--- config.mk ---
export PLATFORM = sky130hd
export DESIGN_NAME = sacm_rem
export DESIGN_NICKNAME = d
export VERILOG_FILES = /design/src/sv/sacm_rem.sv
export SDC_FILE = /design/constraint.sdc
export NUM_CORES = 1
export LEC_CHECK = 0
export ABC_AREA = 1
export BUFFER_PORTS_ARGS = -buffer_cell sky130_fd_sc_hd__clkbuf_2
export CORE_ASPECT_RATIO = 1.75
export CORE_MARGIN = 8
export CORE_UTILIZATION = 45
export CTS_CLUSTER_DIAMETER = 100
export DETAILED_ROUTE_END_ITERATION = 16
export PLACE_DENSITY = 0.7
export SYNTH_ARGS = -nofsm -noshare
export SYNTH_HDL_FRONTEND = slang
export SYNTH_SLANG_ARGS = --single-unit
--- constraint.sdc ---
create_clock -name clk -period 1.7 [get_ports clk]
set_input_delay 0.085 -clock clk [delete_from_list [all_inputs] [get_ports clk]]
set_output_delay 0.085 -clock clk [all_outputs]
set_load 0.02 [all_outputs]
--- src/sv/sacm_rem.sv ---
`timescale 1ns / 1ps
`default_nettype none
// ----------------------------------------------------------------------------
// sacm_rem
// Bit-serial restoring remainder: dividend mod divisor, one bit per cycle.
// ----------------------------------------------------------------------------
module sacm_rem #(
	parameter int DIVIDEND_W = 28,
	parameter int REM_W      = 7
) (
	input  wire logic                  clk,
	input  wire logic                  arst_n,
	input  wire logic                  start,
	input  wire logic [DIVIDEND_W-1:0] dividend,
	input  wire logic [REM_W-1:0]      divisor,
	output logic                       done,
	output logic [REM_W-1:0]           rem
);

	localparam int CNT_W = $clog2(DIVIDEND_W + 1);

	logic [DIVIDEND_W-1:0] quo_q;
	logic [REM_W-1:0]      rem_q;
	logic [CNT_W-1:0]      cnt_q;
	logic                  done_q;

	logic [REM_W:0] trial;
	logic [REM_W:0] diff;
	logic [REM_W-1:0] rem_nxt;

	always_comb begin
		trial   = {rem_q, quo_q[DIVIDEND_W-1]};
		diff    = trial - {1'b0, divisor};
		// partial remainder stays below the divisor
		rem_nxt = (trial >= {1'b0, divisor}) ? diff[REM_W-1:0] : trial[REM_W-1:0];
	end

	always_ff @(posedge clk or negedge arst_n) begin
		if (!arst_n) begin
			cnt_q  <= '0;
			done_q <= 1'b0;
		end else if (start) begin
			cnt_q  <= CNT_W'(DIVIDEND_W);
			done_q <= 1'b0;
		end else if (cnt_q != '0) begin
			cnt_q  <= cnt_q - CNT_W'(1);
			done_q <= (cnt_q == CNT_W'(1));
		end else begin
			done_q <= 1'b0;
		end
	end

	always_ff @(posedge clk) begin
		if (start) begin
			quo_q <= dividend;
			rem_q <= '0;
		end else if (cnt_q != '0) begin
			quo_q <= quo_q << 1;
			rem_q <= rem_nxt;
		end
	end

	assign done = done_q;
	assign rem  = rem_q;

endmodule : sacm_rem
`default_nettype wire

# == After elaboration in Yosys (flattened, before gate mapping) ==
# Index checks and enable logic that the tools add are counted.
# word_totals
reg_bits,41
latchBits,0
mem_bits_rw,0
romBits,0
in_bits,38
out_inout_bits,8
word_cells,17
n_memories,0
# classes
n_addsub,2
multipliers,0
n_div,0
order_cmp,1
eq_ne,1
n_shift,0
n_mux,7
bitwise_logic,0
n_reduce_logical,2
# op_table
cell,n
$mux 28,2
$mux 5,2
$ge 8x7->1,1
$mux 7,1
$sub 7x7->7,1
$eq 5x1->1 const B,1
$reduce_bool 5->1,1
$sub 5x1->5 const B,1
$mux 1,2
$reduce_bool 2->1,1

# == Longest topological paths before layout ==
# Gate-level depths: netlist of run 1.
# depth
depth_word,3
mapped_depth,12
mapped_depth_nobuf,12

# == Worst setup path before layout of run 1 ==
# OpenSTA, ideal clock, no wires.
# synth_path
path_type,register to register
startpoint,reg cnt_q[0]
endpoint,reg quo_q[0] (enable)
setup_ns,0.384
arrival_time_ns,1.451
required_ns,1.316
setup_slack_ns,-0.135
path_stages_with_launch,6
path_buffers,0
cell_sequence,dfrtp_1 -> inv_1 -> ha_1 -> nand3_1 -> nor2_1 -> inv_1
# synth_via
elab_chain_cells,2
# synth_rtl
item,line_no,rtl
"start, declared",24,logic [CNT_W-1:0] cnt_q;
"start signal, assigned",43,cnt_q <= CNT_W'(DIVIDEND_W);
"start signal, assigned",46,cnt_q <= cnt_q - CNT_W'(1);
$reduce_bool 5->1,57,end else if (cnt_q != '0) begin
$reduce_bool 2->1 (no line),-,
"end signal, assigned",55,quo_q <= dividend;
"end signal, assigned",58,quo_q <= quo_q << 1;
"end, declared",22,logic [DIVIDEND_W-1:0] quo_q;
# No other way between the ends.
# A chain may end at the register's enable or synchronous reset.

# == Worst setup path after layout of run 1 ==
# layout_path
startpoint,reg quo_q[27]
endpoint,"reg rem_q[0], in the netlist rem[0]"
# layout_via
elab_chain_cells,2
elab_cells_between_ends,3
cone_classes,add/sub (1); order compare (1); mux (1)
# layout_rtl
item,line_no,rtl
$sub 7x7->7 or $ge 8x7->1 (tied branches),"33, 35",
$mux 7 *,35,"rem_nxt = (trial >= {1'b0, divisor}) ? diff[REM_W-1:0] : trial[REM_W-1:0];"
"end signal, assigned",59,rem_q <= rem_nxt;
"end, declared",23,logic [REM_W-1:0] rem_q;
# Every way passes the cells marked *; elsewhere a longest branch is shown, timed or not.

==> impl_metrics.yaml, run 1 <==
placed_design:
  place_area_sq_um: 2600
  portBuffers: 45
  dpl.hpwl_um: 3680
  place_congestion: 0.862
  placed_cells: 378
floorplan:
  fp-row-count: 34
  die_y_um: 109
  start_util_pct: 45.7
  fp.dieArea_sq_um: 7510
  die_w_um: 69.0
  io_pins: 46
  coreArea_sq_um: 4850
pwr:
  clkPwrFrac_pct: 23.4
  p_int_w: 0.00212
  p_leak_nw: 1.50
  peakVddDrop_mv: 0.804
  switching_power_w: 0.00110
  p_comb_share_pct: 36.6
  sequentialPowerShare_pct: 40.0
  p_sw_share_pct: 34.2
  p_per_area_nw_per_um2: 1160
global_route:
  grt_max_degree: 30
  grtUsageTotal_pct: 13.5
  grt_pass1_vias: 2061
  antenna_found_initial: 0
  grt_overflow_total: 0
  grt_pass1_wl_um: 8580
yosys:
  ys_types: 27
  ys_ff_latch: 41
  syn-instance-count: 273
  ys.flop_type: "edfxtp_1"
  postSynthAreaPerCell_sq_um: 8.11
  yosysMostFrequentCell: "nand2_1"
  synth_commonest_cells: "nand2_1 (125), inv_1 (38), edfxtp_1 (28), nand3_1 (22), ha_1 (9)"
  async_reset_ff_share_pct: 14.6
  yosys_warnings: 0
  yosys.area.top_type: "edfxtp_1"
  syn-cell-area_sq_um: 2210
  ys_seq_area_share_pct: 51.1
  synth.area.top_cells: "edfxtp_1 (38%), nand2_1 (21%), dfrtp_1 (6.8%)"
  yosys.area.top_type_share_pct: 38.0
  synth_enable_flop_cells: 28
  syn_nets: 321
cts:
  clkTransAtPathRegs_ns: 0.08
  cts_buffer_depth: 2
  insertion_delay_ns: 0.29
  root_buffer: "clkbuf_8"
  numCtsBuffers: 5
  htree_levels: 2
  tritoncts: "done"
  cts.sinks: 41
worst_setup_path:
  reg2regPathDepth: 12
  r2r_slack_ns: 0.02
  cpMaxStageDelayCell: "edfxtp_1"
  crit_type: "reg2reg"
  crit_fanout: 7
  critPathBufInv: 3
  crit_path_end_kind: "flip-flop"
  cp_top_family: "simple AND/OR/NAND/NOR gates"
  critPathArrivalTime_ns: 1.88
  critPathRequiredTime_ns: 1.89
  crit_path_max_incr_delay_ns: 0.39
  startpoint: "quo_q[27]"
  r2r_start: "quo_q[27]"
  crit_chain: "inv_1 > ha_1 > inv_2 > fa_2 > nand3_2 > nand2_2 > nand2_2 > nand3_4 > nand2_1 > nand3_1 > nand2_1 > inv_1"
  rr_endpoint: "rem[0]"
  start_kind: "flip-flop"
min_path:
  min_path_type: "in2reg"
  hold_start: "dividend[0]"
  whs_endpoint: "quo_q[0]"
  holdPathStages: 3
drt:
  drc_errors: 0
  drt_iter0_drc: 36
  ant_nets: 0
  finalWirelength_um: 4680
  vias: 1877
  via_per_inst: 4.83
  drt_pass1_iterations: 6
  post_drt_wl_per_cell_um: 12.0
cells_and_area:
  diodes: 0
  layout-drive-gt1-share_pct: 24.8
  final_cells: 389
  utilization_pct: 57.2
  final_area_sq_um: 2780
  area_growth_pct: 25.3
  final_nets: 382
timing:
  finalCriticalPeriod_ns: 1.68
  max_freq_mhz: 594
  worst_pin_slew_ns: 0.299
  drv_slew: 0
  fin_crit_sh_pct: 99.0
  skew_ns: 0.00866
  final-hold-violation-count: 0
  setup_viol: 0
  rsz0062_at_grt: "yes"
  slew-limit-headroom_pct: 79.9
run_status:
  status: "completed"
run:
  drv_cap: 0
cells in the final DEF (no fill, tap or decap), types with 2 or more instances in the layout:
cell      count
buf_4        13
clkbuf_2     45
a21oi_1       2
inv_1        36
nand3_2       3
dfxtp_1       7
nand4_1       4
ha_1          8
nand2_2       5
dfrtp_1       6
o21ai_0       5
nand3_1      19
nor2_1        3
edfxtp_1     28
nand2_1     119
nor2_4        2
nand3b_1      3
clkinv_1      2
clkbuf_8      5
cell type report:
class	count	area [sq um]
Inverter	39	150
Tap cell	54	67.6
Timing Repair Buffer	60	353
Clock inverter	2	33.8
Multi-Input combinational cell	187	967
Clock buffer	6	72.6
Sequential cell	41	1130
Fill cell	481	2070
state kept, by name (all words and copies together), names as in the netlist:
signal,cells
cnt_q,5
done,1
quo_q,28
rem,7
per-layer routing:
layer	vias up	routed length (um)	track usage, %
li1	989	-	-
met1	841	1860	13.3
met2	38	2530	25.4
met3	9	199	3.92
met4	0	90	6.04
met5	-	0	0
power groups by stage:
| stage | Combinational [W] | Clock [W] | Sequential (W) |
|---|---|---|---|
| 2_1_floorplan | 0.000707 | 0 | 0.00137 |
| 3_3_place_gp | 0.00109 | 0 | 0.00130 |
| 3_5_place_dp | 0.00110 | 0 | 0.00131 |
| 4_1_cts | 0.00114 | 0.000774 | 0.00129 |
| 5_1_grt | 0.00135 | 0.000813 | 0.00130 |
| 6_report | 0.00118 | 0.000753 | 0.00129 |
worst min-delay path: stages:
cell and delay, ns:
clkbuf_2 0.07, nand2_1 0.04, inv_1 0.04
kinds of logic (layout without fill, tap and decap cells):
logic type / Yosys count / after routing / synth area share (%)
buffers and inverters: 45 / 107 / 7.74
DFF: 41 / 41 / 51.1
xor gates and xnor gates: 2 / 2 / 0.791
adders and majority gates: 10 / 10 / 5.99
and+or+nand+nor: 162 / 162 / 30.6
AOI/OAI and AO/OA: 13 / 13 / 3.79
repair_timing:
item                                    CTS  global route
pin swaps                                 0             1
endpoints found under the setup margin    7             7
setup buffers                             1             1
gates cloned                              0             0
endpoints found under the hold margin     6             0
resized for setup                         6             8
hold buffers                              1             0
through the flow:
step | setup WS, ns | setup TNS, ns | power, W | hold slack, ns
2_1_floorplan | -0.0548 | -1.57 | 0.00207 | -0.211
3_3_place_gp | -0.0134 | -0.0189 | 0.00239 | -0.0779
3_5_place_dp | -0.0824 | -0.466 | 0.00241 | -0.0756
4_1_cts | 0.0165 | 0 | 0.00320 | 0.0442
5_1_grt | -0.140 | -0.890 | 0.00347 | 0.0407
6_report | 0.0162 | 0 | 0.00322 | 0.0558
worst max path at each step:
stage,cells after the start,to,slack (ns)
3_3_place_gp,10,rem[3],-0.01
4_1_cts,12,rem[2],0.02
5_1_grt,12,rem[1],-0.14
3_5_place_dp,12,rem[0],-0.08
6_report,12,rem[0],0.02
2_1_floorplan,5,quo_q[0],-0.05
Power figures use the tool's default switching activity.
==> run 2: changes to the inputs <==
--- a/config.mk
+++ b/config.mk
@@ -9,10 +9,10 @@
 export BUFFER_PORTS_ARGS = -buffer_cell sky130_fd_sc_hd__clkbuf_2
 export CORE_ASPECT_RATIO = 1.75
 export CORE_MARGIN = 8
-export CORE_UTILIZATION = 45
+export CORE_UTILIZATION = 49
 export CTS_CLUSTER_DIAMETER = 100
 export DETAILED_ROUTE_END_ITERATION = 16
-export PLACE_DENSITY = 0.7
+export PLACE_DENSITY = 0.82
 export SYNTH_ARGS = -nofsm -noshare
 export SYNTH_HDL_FRONTEND = slang
 export SYNTH_SLANG_ARGS = --single-unit
==> impl_metrics.yaml, run 2 (synthesis gave the netlist of run 1 again) <==
cells_and_area:
  layout_common_cells: "nand2_1 (121), clkbuf_2 (45), inv_1 (36)"
  final_nets: 380
  diodes: 0
  final_cells: 384
  largest_register: "quo_q"
  final_area_sq_um: 2750
  layout-drive-gt1-share_pct: 24.0
  area_growth_pct: 24.4
  mostFrequentLayoutCell: "nand2_1"
  largest_reg_flops: 28
  utilization_pct: 63.1
drt:
  finalWirelength_um: 4630
  post_drt_wl_per_cell_um: 12.1
  drt_iter0_drc: 91
  via_per_inst: 4.97
  vias: 1909
  drt_pass1_iterations: 5
  drc_errors: 0
  ant_nets: 0
global_route:
  grt_max_degree: 35
  grtUsageTotal_pct: 13.9
  grt_pass1_wl_um: 7900
  grt_pass1_vias: 1867
  antenna_found_initial: 0
  grt_overflow_total: 0
floorplan:
  coreArea_sq_um: 4360
  die_w_um: 66.8
  die_y_um: 105
  start_util_pct: 50.7
  fp-row-count: 32
  io_pins: 46
  fp.dieArea_sq_um: 7010
cts:
  insertion_delay_ns: 0.28
  numCtsBuffers: 5
  cts_buffer_depth: 2
  clkTransAtPathRegs_ns: 0.08
  tritoncts: "done"
  root_buffer: "clkbuf_8"
  cts.sinks: 41
  htree_levels: 2
placed_design:
  placed_cells: 374
  portBuffers: 45
  place_congestion: 0.831
  dpl.hpwl_um: 3500
  place_area_sq_um: 2590
timing:
  final-hold-violation-count: 0
  skew_ns: 0.00278
  fin_crit_sh_pct: 99.9
  setup_viol: 0
  slew-limit-headroom_pct: 79.1
  drv_slew: 0
  setup-tns-final_ns: 0
  worst_pin_slew_ns: 0.314
  finalCriticalPeriod_ns: 1.70
  rsz0062_at_grt: "yes"
  max_freq_mhz: 589
worst_setup_path:
  crit_fanout: 7
  critPathArrivalTime_ns: 1.88
  start_kind: "flip-flop"
  crit_path_end_kind: "flip-flop"
  critPathRequiredTime_ns: 1.89
  crit_type: "reg2reg"
pwr:
  peakVddDrop_mv: 0.829
  p_leak_nw: 1.48
  p_per_area_nw_per_um2: 1160
min_path:
  min_path_type: "in2reg"
run:
  drv_cap: 0
run_status:
  status: "completed"
## run 2: what timing repair did
action                                  4_1_cts  5_1_grt
endpoints found under the hold margin         6        0
endpoints found under the setup margin        7       34
gates resized for setup                       4        7
hold buffers                                  1        0
pin swaps                                     0        2
buffers inserted                              0        1
## run 2: layout make-up
| cell class | instances | area, sq um |
|---|---|---|
| Clock buffer | 6 | 72.6 |
| Inverter | 39 | 150 |
| Multi-Input combinational cell | 187 | 965 |
| Fill cell | 375 | 1610 |
| Clock inverter | 2 | 33.8 |
| Timing Repair Buffer | 58 | 338 |
| Sequential cell | 41 | 1130 |
| Tap cell | 51 | 63.8 |
## run 2: worst paths after layout
path | start | end | slack, ns | cells after the start
max in group asynchronous | arst_n | cnt_q[2] | 1.38 | 2
min in group asynchronous | arst_n | done | 0.16 | 2
worst max-delay path | quo_q[27] | rem[2] | 0.002 | 12
worst min-delay path | dividend[0] | quo_q[0] | 0.06 | 3
worst max register to register | quo_q[27] | rem[2] | 0.002 | 12
worst min register to register | cnt_q[3] | done | 0.47 | 1
## run 2: power by group
| part | total [W] | internal [W] | leakage [nW] | switching (W) |
|---|---|---|---|---|
| clock network | 0.000749 | 0.000433 | 0.0528 | 0.000316 |
| logic | 0.00113 | 0.000467 | 0.987 | 0.000665 |
| registers | 0.00130 | 0.00120 | 0.435 | 0.0000955 |
| total | 0.00318 | 0.00210 | 1.48 | 0.00108 |
## run 2: worst max-delay path, cell delays in order (launching register included)
cell and delay (ns):
edfxtp_1 0.39, inv_1 0.07, ha_2 0.16, inv_2 0.04, fa_2 0.34, nand3_2 0.09, nand2_2 0.08, nand2_2 0.09
nand3_4 0.10, nand2_2 0.09, nand3_2 0.05, nand2_1 0.06, inv_1 0.03
## run 2: layer usage
metal  share of wire [%]  routed length, um  track usage [%]  vias up
met4                 1.4                 67             5.07        0
li1                    -                  -                -      985
met5                   0                  0                0        -
met3                 5.7                264             3.64        5
met2                  54               2500             24.5       50
met1                  39               1800             14.9      869
## run 2: metrics by stage
| stage | power (W) | hold WS, ns | worst slack (ns) |
|---|---|---|---|
| 6_report | 0.00318 | 0.0602 | 0.00203 |
| 5_1_grt | 0.00339 | 0.0583 | -0.109 |
| 4_1_cts | 0.00317 | 0.0540 | 0.0191 |
| 3_5_place_dp | 0.00239 | -0.0762 | -0.0735 |
| 3_3_place_gp | 0.00237 | -0.0795 | 0.0122 |
| 2_1_floorplan | 0.00207 | -0.211 | -0.0548 |
